===== src/rtl/lkds_pkg.sv =====
// Shared types and codes for the LOOK disk scheduler.
// No dependencies.
`default_nettype none

package lkds_pkg;

    localparam logic CMD_LOAD  = 1'b0;
    localparam logic CMD_START = 1'b1;

    typedef enum logic [1:0] {
        ST_IDLE,
        ST_SCAN,
        ST_OUT
    } t_state;

endpackage

`default_nettype wire


===== src/rtl/lkds_req_mem.sv =====
// Request store: one write port, one read port with registered read data.
// No dependencies.
`default_nettype none

module lkds_req_mem #(
    parameter int DEPTH = 32,
    parameter int WIDTH = 12,
    parameter int AW    = 5
) (
    input  wire logic             i_clk,
    input  wire logic             i_wr_en,
    input  wire logic [AW-1:0]    i_wr_addr,
    input  wire logic [WIDTH-1:0] i_wr_data,
    input  wire logic             i_rd_en,
    input  wire logic [AW-1:0]    i_rd_addr,
    output logic      [WIDTH-1:0] o_rd_data
);

    logic [WIDTH-1:0] r_mem [DEPTH];

    always_ff @(posedge i_clk) begin
        if (i_wr_en) begin
            r_mem[i_wr_addr] <= i_wr_data;
        end
    end

    always_ff @(posedge i_clk) begin
        if (i_rd_en) begin
            o_rd_data <= r_mem[i_rd_addr];
        end
    end

endmodule

`default_nettype wire


===== src/rtl/look_disk_scheduler_core.sv =====
// LOOK disk scheduler: load requests into a queue, then sweep them out in LOOK order.
// Uses lkds_pkg and lkds_req_mem.
//
// Slave channel: a transfer with tuser = load appends tdata's cylinder to the
// queue (dropped when the queue is full); tuser = start gives the head cylinder
// and the first sweep direction and runs one schedule.
// Master channel: one transfer per served request with its cylinder and the
// running seek total; tlast marks the final one. A start on an empty queue
// gives a single result holding the head with seek zero.
// Loads are taken back to back while no schedule runs. During a schedule each
// result costs one full scan of the request memory, then a load of the output
// register, plus one extra scan when the sweep turns; the single read port
// makes each scan read the queued requests one by one.
// The slave side is not ready from a start until the final result is loaded
// into the output register. An empty start skips the scan and goes straight to output.
// Reset empties the queue at once; the store needs no clearing pass.
// When the receiver stalls, the output register holds and the scan waits.
`default_nettype none

module look_disk_scheduler_core #(
    parameter int QUEUE_DEPTH = 32,
    parameter int CYL_BITS    = 12
) (
    input  wire logic                                       i_clk,
    input  wire logic                                       i_rst_n,
    input  wire logic                                       i_s_tvalid,
    output logic                                            o_s_tready,
    // [CYL_BITS-1:0] cylinder, [CYL_BITS] direction, zero fill above
    input  wire logic [((CYL_BITS + 1 + 7) / 8) * 8 - 1:0]  i_s_tdata,
    // [0] command
    input  wire logic                                       i_s_tuser,
    output logic                                            o_m_tvalid,
    input  wire logic                                       i_m_tready,
    // [CYL_BITS-1:0] served_cylinder, [2*CYL_BITS:CYL_BITS] total_seek, zero fill
    output logic      [((2 * CYL_BITS + 1 + 7) / 8) * 8 - 1:0] o_m_tdata,
    output logic                                            o_m_tlast
);

    localparam int SEEK_BITS = CYL_BITS + 1;
    localparam int CNT_W     = $clog2(QUEUE_DEPTH + 1);
    localparam int IDX_W     = (QUEUE_DEPTH > 1) ? $clog2(QUEUE_DEPTH) : 1;
    localparam int OUT_W     = ((2 * CYL_BITS + 1 + 7) / 8) * 8;
    localparam int OUT_PAD   = OUT_W - CYL_BITS - SEEK_BITS;

    lkds_pkg::t_state r_state, n_state;

    logic [CNT_W-1:0]       r_count;
    logic [CNT_W-1:0]       r_idx;
    logic [CNT_W-1:0]       r_nserved;
    logic                   r_rd_vld;
    logic [IDX_W-1:0]       r_rd_idx;
    logic                   r_found;
    logic [CYL_BITS-1:0]    r_best;
    logic [IDX_W-1:0]       r_best_idx;
    logic [QUEUE_DEPTH-1:0] r_mark;
    logic                   r_phase;
    logic                   r_dir;
    logic [CYL_BITS-1:0]    r_start;
    logic [CYL_BITS-1:0]    r_head;
    logic [SEEK_BITS-1:0]   r_seek;
    logic                   r_emit_last;
    logic                   r_out_vld;
    logic [CYL_BITS-1:0]    r_out_cyl;
    logic [SEEK_BITS-1:0]   r_out_seek;
    logic                   r_out_last;

    logic                   s_ready;
    logic                   s_acc;
    logic                   is_start;
    logic                   mem_wr_en;
    logic                   mem_rd_en;
    logic                   out_free;
    logic                   out_load;
    logic                   scan_done;
    logic [CYL_BITS-1:0]    in_cyl;
    logic                   in_dir;
    logic [CYL_BITS-1:0]    rd_v;
    logic                   cur_upper;
    logic                   in_grp;
    logic                   better;
    logic                   take;
    logic [CYL_BITS-1:0]    seek_step;
    logic [SEEK_BITS-1:0]   seek_nxt;
    logic [CNT_W-1:0]       nserved_nxt;

    assign in_cyl   = i_s_tdata[CYL_BITS-1:0];
    assign in_dir   = i_s_tdata[CYL_BITS];
    assign s_acc    = i_s_tvalid && s_ready;
    assign is_start = (i_s_tuser == lkds_pkg::CMD_START);
    assign out_free = !r_out_vld || i_m_tready;
    assign mem_wr_en = s_acc && !is_start && (r_count < CNT_W'(QUEUE_DEPTH));

    lkds_req_mem #(
        .DEPTH (QUEUE_DEPTH),
        .WIDTH (CYL_BITS),
        .AW    (IDX_W)
    ) u_mem (
        .i_clk     (i_clk),
        .i_wr_en   (mem_wr_en),
        .i_wr_addr (r_count[IDX_W-1:0]),
        .i_wr_data (in_cyl),
        .i_rd_en   (mem_rd_en),
        .i_rd_addr (r_idx[IDX_W-1:0]),
        .o_rd_data (rd_v)
    );

    assign cur_upper = r_phase ? !r_dir : r_dir;
    assign in_grp    = cur_upper ? (rd_v > r_start) : (rd_v <= r_start);
    assign better    = !r_found || (cur_upper ? (rd_v < r_best) : (rd_v > r_best));
    assign take      = r_rd_vld && !r_mark[r_rd_idx] && in_grp && better;
    assign seek_step = (r_best >= r_head) ? (r_best - r_head) : (r_head - r_best);
    assign seek_nxt  = r_seek + {1'b0, seek_step};
    assign nserved_nxt = r_nserved + CNT_W'(1);

    always_comb begin
        n_state = r_state;
        case (r_state)
            lkds_pkg::ST_IDLE: begin
                if (s_acc && is_start) begin
                    n_state = (r_count == '0) ? lkds_pkg::ST_OUT : lkds_pkg::ST_SCAN;
                end
            end
            lkds_pkg::ST_SCAN: begin
                if (scan_done) begin
                    if (r_found) begin
                        n_state = lkds_pkg::ST_OUT;
                    end else if (r_phase) begin
                        n_state = lkds_pkg::ST_IDLE;
                    end
                end
            end
            lkds_pkg::ST_OUT: begin
                if (out_free) begin
                    n_state = r_emit_last ? lkds_pkg::ST_IDLE : lkds_pkg::ST_SCAN;
                end
            end
            default: n_state = lkds_pkg::ST_IDLE;
        endcase
    end

    always_comb begin
        s_ready   = 1'b0;
        mem_rd_en = 1'b0;
        scan_done = 1'b0;
        out_load  = 1'b0;
        case (r_state)
            lkds_pkg::ST_IDLE: s_ready = 1'b1;
            lkds_pkg::ST_SCAN: begin
                mem_rd_en = (r_idx < r_count);
                scan_done = (r_idx == r_count) && !r_rd_vld;
            end
            lkds_pkg::ST_OUT: out_load = out_free;
            default: s_ready = 1'b0;
        endcase
    end

    always_ff @(posedge i_clk) begin
        if (!i_rst_n) begin
            r_state     <= lkds_pkg::ST_IDLE;
            r_count     <= '0;
            r_idx       <= '0;
            r_nserved   <= '0;
            r_rd_vld    <= 1'b0;
            r_found     <= 1'b0;
            r_mark      <= '0;
            r_phase     <= 1'b0;
            r_head      <= '0;
            r_seek      <= '0;
            r_emit_last <= 1'b0;
            r_out_vld   <= 1'b0;
        end else begin
            r_state  <= n_state;
            r_rd_vld <= mem_rd_en;
            if (mem_rd_en) begin
                r_rd_idx <= r_idx[IDX_W-1:0];
                r_idx    <= r_idx + CNT_W'(1);
            end
            if (take) begin
                r_found    <= 1'b1;
                r_best     <= rd_v;
                r_best_idx <= r_rd_idx;
            end
            if (mem_wr_en) begin
                r_count <= r_count + CNT_W'(1);
            end
            if (s_acc && is_start) begin
                r_start     <= in_cyl;
                r_head      <= in_cyl;
                r_seek      <= '0;
                r_dir       <= in_dir;
                r_phase     <= 1'b0;
                r_idx       <= '0;
                r_found     <= 1'b0;
                r_nserved   <= '0;
                r_emit_last <= (r_count == '0);
            end
            if (scan_done) begin
                r_idx   <= '0;
                r_found <= 1'b0;
                if (r_found) begin
                    r_mark[r_best_idx] <= 1'b1;
                    r_head             <= r_best;
                    r_seek             <= seek_nxt;
                    r_nserved          <= nserved_nxt;
                    r_emit_last        <= (nserved_nxt == r_count);
                end else if (r_phase) begin
                    r_count <= '0;
                    r_mark  <= '0;
                end else begin
                    r_phase <= 1'b1;
                end
            end
            if (out_load) begin
                r_out_vld  <= 1'b1;
                r_out_cyl  <= r_head;
                r_out_seek <= r_seek;
                r_out_last <= r_emit_last;
                if (r_emit_last) begin
                    r_count <= '0;
                    r_mark  <= '0;
                end
            end else if (i_m_tready) begin
                r_out_vld <= 1'b0;
            end
        end
    end

    assign o_s_tready = s_ready;
    assign o_m_tvalid = r_out_vld;
    assign o_m_tdata  = {{OUT_PAD{1'b0}}, r_out_seek, r_out_cyl};
    assign o_m_tlast  = r_out_last;

endmodule

`default_nettype wire


===== config.mk =====
export PLATFORM = sky130hd
export DESIGN_NAME = look_disk_scheduler_core
export DESIGN_NICKNAME = d
export VERILOG_FILES = /design/src/rtl/lkds_pkg.sv /design/src/rtl/lkds_req_mem.sv /design/src/rtl/look_disk_scheduler_core.sv
export SDC_FILE = /design/constraint.sdc
export NUM_CORES = 1
export LEC_CHECK = 0
export BUFFER_PORTS_ARGS = -buffer_cell sky130_fd_sc_hd__clkbuf_2
export CORE_MARGIN = 2
export CORE_UTILIZATION = 60
export CTS_BUF_LIST = sky130_fd_sc_hd__clkbuf_16
export CTS_CLUSTER_SIZE = 16
export DETAILED_ROUTE_END_ITERATION = 10
export HOLD_SLACK_MARGIN = 0.12
export PLACE_DENSITY = 0.85
export SYNTH_ARGS = -nofsm -noshare
export SYNTH_HDL_FRONTEND = slang
export SYNTH_HIERARCHICAL = 1
export SYNTH_SLANG_ARGS = --single-unit

===== constraint.sdc =====
create_clock -name i_clk -period 12.35 [get_ports i_clk]
set_clock_uncertainty 0.1 [all_clocks]
set_input_delay 3.705 -clock i_clk [delete_from_list [all_inputs] [get_ports i_clk]]
set_output_delay 3.705 -clock i_clk [all_outputs]
set_load 0.01 [all_outputs]

==> qor.yml <==
finalCriticalPeriod_ns: 6.10
drc_errors: 0
irDropWorstVdd_mv: 0.133
status: "complete, no violations"
cp.arrival_ns: 6.22
async_flop_share_pct: 0
portBuffers: 45
final-instance-count-excl-fill: 2246
die_h_um: 201
slew_headroom_pct: 13.0
tritoncts: "built"
ff2ff_setup_slack_ns: 7.37
start_kind: "primary input"
die_x_um: 201
ant_nets: 0
hp-class: "flip-flop to flip-flop"
rows: 72
rsz0062_at_grt: "false"
rr_endpoint: "r_seek[11]"
place_hpwl_um: 30900
clk_pin_slew_worst_paths_ns: 0.06
ctsHtreeMaxLevel: 2
ys_seq_area_share_pct: 66.0
path_max_fanout: 12
drv_slew: 0
yosysUniqueCellTypes: 60
start_util_pct: 60.5
cts_resized: 0
powerDensity_nw_per_um2: 148
tightest_slew_ns: 1.30
p_leak_uw: 0.00855
yosys_warnings: 6
postCtsSetupBuffers: 0
drive_gt1_share_pct: 9.49
drtIter0Drc: 1573
numCtsBuffers: 52
endpoint: "u_mem/r_mem[25][3]"
coreArea_sq_um: 38500
area_growth_syn_to_layout_pct: 9.77
grt_max_degree: 67
setup_viol: 0
final_area_sq_um: 25500
fmax_mhz: 164
route.vias.total: 14000
avgSynthCellArea_sq_um: 14.2
pin_count: 56
syn_inst: 1642
wl_per_cell_um: 22.7
dpl_cell_area_sq_um: 23800
critPathRequiredTime_ns: 12.47
wl_um: 51100
track_usage_pct: 25.2
crit_type: "primary input to flip-flop"
hold_viol_final: 0
crit_start: "i_s_tvalid"
cts_root_buffer: "clkbuf_16"
grt_pass1_vias: 13600
cts_num_sinks: 539
via_per_inst: 6.25
reg2reg_depth: 17
gp_congestion: 0.872
die_area_sq_um: 40400
grt_pass1_wl_um: 77700
first_pass_iters: 6
maxCapViolCount: 0
syn_area_sq_um: 23300
antennaDiodeCount: 0
synth_seq_cells: 539
final_net_count: 1778
placed_cells: 2148
min_period_over_period_pct: 49.4
yosys_most_used_dff: "edfxtp_1"
clockBufferDepth: 3
reg2reg_from: "r_best[0]"
antenna_found_initial: 0
worst_setup_path_end_kind: "flip-flop"
cts_hold_buf: 0
fin_setup_tns_ns: 0
synth_edf_count: 457
overflow: 0
insertion_delay_ns: 0.63
## where the power goes
group / internal (uW) / switching, uW / leakage (uW) / total, uW
Sequential: 1980 / 10.6 / 0.00479 / 1990
Clock: 944 / 686 / 0.000909 / 1630
Combinational: 49.2 / 102 / 0.00285 / 151
Total: 2980 / 799 / 0.00855 / 3780
## routing by layer
metal / up-vias / global-route usage [%] / wire [um]
met5: - / 0 / 0
met3: 143 / 4.48 / 4500
met1: 6833 / 34.0 / 20200
li1: 6340 / - / -
met2: 723 / 40.2 / 24300
met4: 0 / 11.3 / 2070
## cells in the mapped netlist (all sizes together), types with 6 or more instances
library cell  instances  area share (%)
edfxtp              457              59
and3                 25            0.68
nor2                 83             1.3
nand3b                7            0.23
a22oi                52             1.7
a211oi               22            0.75
a31oi                24            0.65
inv                  56            0.90
o211ai                6            0.19
dfxtp                82             7.1
clkbuf               28            0.46
nor3b                 6            0.19
ha                   70             3.8
nand3                46            0.99
buf                  52             2.0
nor3                 23            0.54
nand2b                8            0.22
o21a                  6            0.19
a22o                 58             2.2
nand4                21            0.56
nand2               102             1.6
xor2                 17            0.64
mux2i               215             9.2
a21o                 10            0.33
o21ai                28            0.60
a21oi                67             1.4
xnor2                21            0.79
nor2b                10            0.27
## cells in the final DEF (no fill, tap or decap), types with 45 or more instances in the layout
| cell type | netlist | final |
|---|---|---|
| a22oi_1 | 52 | 52 |
| nand3_1 | 46 | 46 |
| dfxtp_1 | 82 | 81 |
| inv_1 | 56 | 63 |
| edfxtp_1 | 457 | 457 |
| clkbuf_16 | 0 | 54 |
| nor2_1 | 83 | 82 |
| ha_1 | 70 | 70 |
| mux2i_1 | 215 | 215 |
| nand2_1 | 102 | 102 |
| clkbuf_2 | 1 | 45 |
| a21oi_1 | 67 | 67 |
| a22o_1 | 58 | 58 |
## area by class of cell
cell class              instances  area [sq um]
repair buffers                 62           353
inverters                      56           210
flip-flops and latches        539         15400
multi-input cells             973          7180
clock buffers                  54          1350
fillers                      2581         12900
clock inverters                44           434
well taps                     518           648
## cell families (layout without fill, tap and decap cells)
logic type	count (synthesis)	in the layout	share of synthesized area [%]
AO/OA/AOI/OAI	292	292	8.69
XOR/XNOR	38	38	1.43
flip-flops	539	539	66.0
other	1	7	0.0161
multiplexers	216	216	9.30
AND/OR/NAND/NOR	347	347	7.14
adder cells (fa/ha/maj)	73	73	4.02
buffers and inverters	136	216	3.38
## worst min-delay path by stage
stage                        from         end  cells after the start
2_1_floorplan          r_mark[23]  r_mark[23]                      2
3_3_place_gp           r_mark[23]  r_mark[23]                      2
3_5_place_dp   u_mem/o_rd_data[0]   r_best[0]                      0
4_1_cts                r_mark[23]  r_mark[23]                      2
5_1_grt                 r_mark[9]   r_mark[9]                      1
6_report               r_mark[23]  r_mark[23]                      2
## metrics by stage
step / worst slack (ns) / hold WS (ns) / power (uW) / utilization (%)
final: 6.25 / 0.365 / 3780 / 66.4
after global placement: 5.79 / 0.328 / 2170 / 61.8
after floorplan: 5.62 / 0.315 / 2120 / -
after CTS: 6.32 / 0.365 / 3800 / 66.4
after global routing: 6.10 / 0.392 / 3870 / 66.4
after detailed placement: 5.69 / 0.340 / 2180 / 61.8
## worst max-delay path, cell delays in order
cell      delay [ns]
clkbuf_2        0.11
nand2_1         0.08
nor3_2          0.50
nand3b_1        0.68
nor2_1          1.13
## flip-flops by register name, indices dropped and copies added (netlist names), 2 cells and up
name,count
r_rd_idx,5
r_idx,6
r_start,12
r_mark,32
r_nserved,6
r_out_cyl,12
r_seek,13
r_best,12
u_mem/r_mem,384
r_best_idx,5
r_out_seek,13
r_state,2
r_head,12
r_count,6
u_mem/o_rd_data,12
Power figures use the tool's default switching activity.
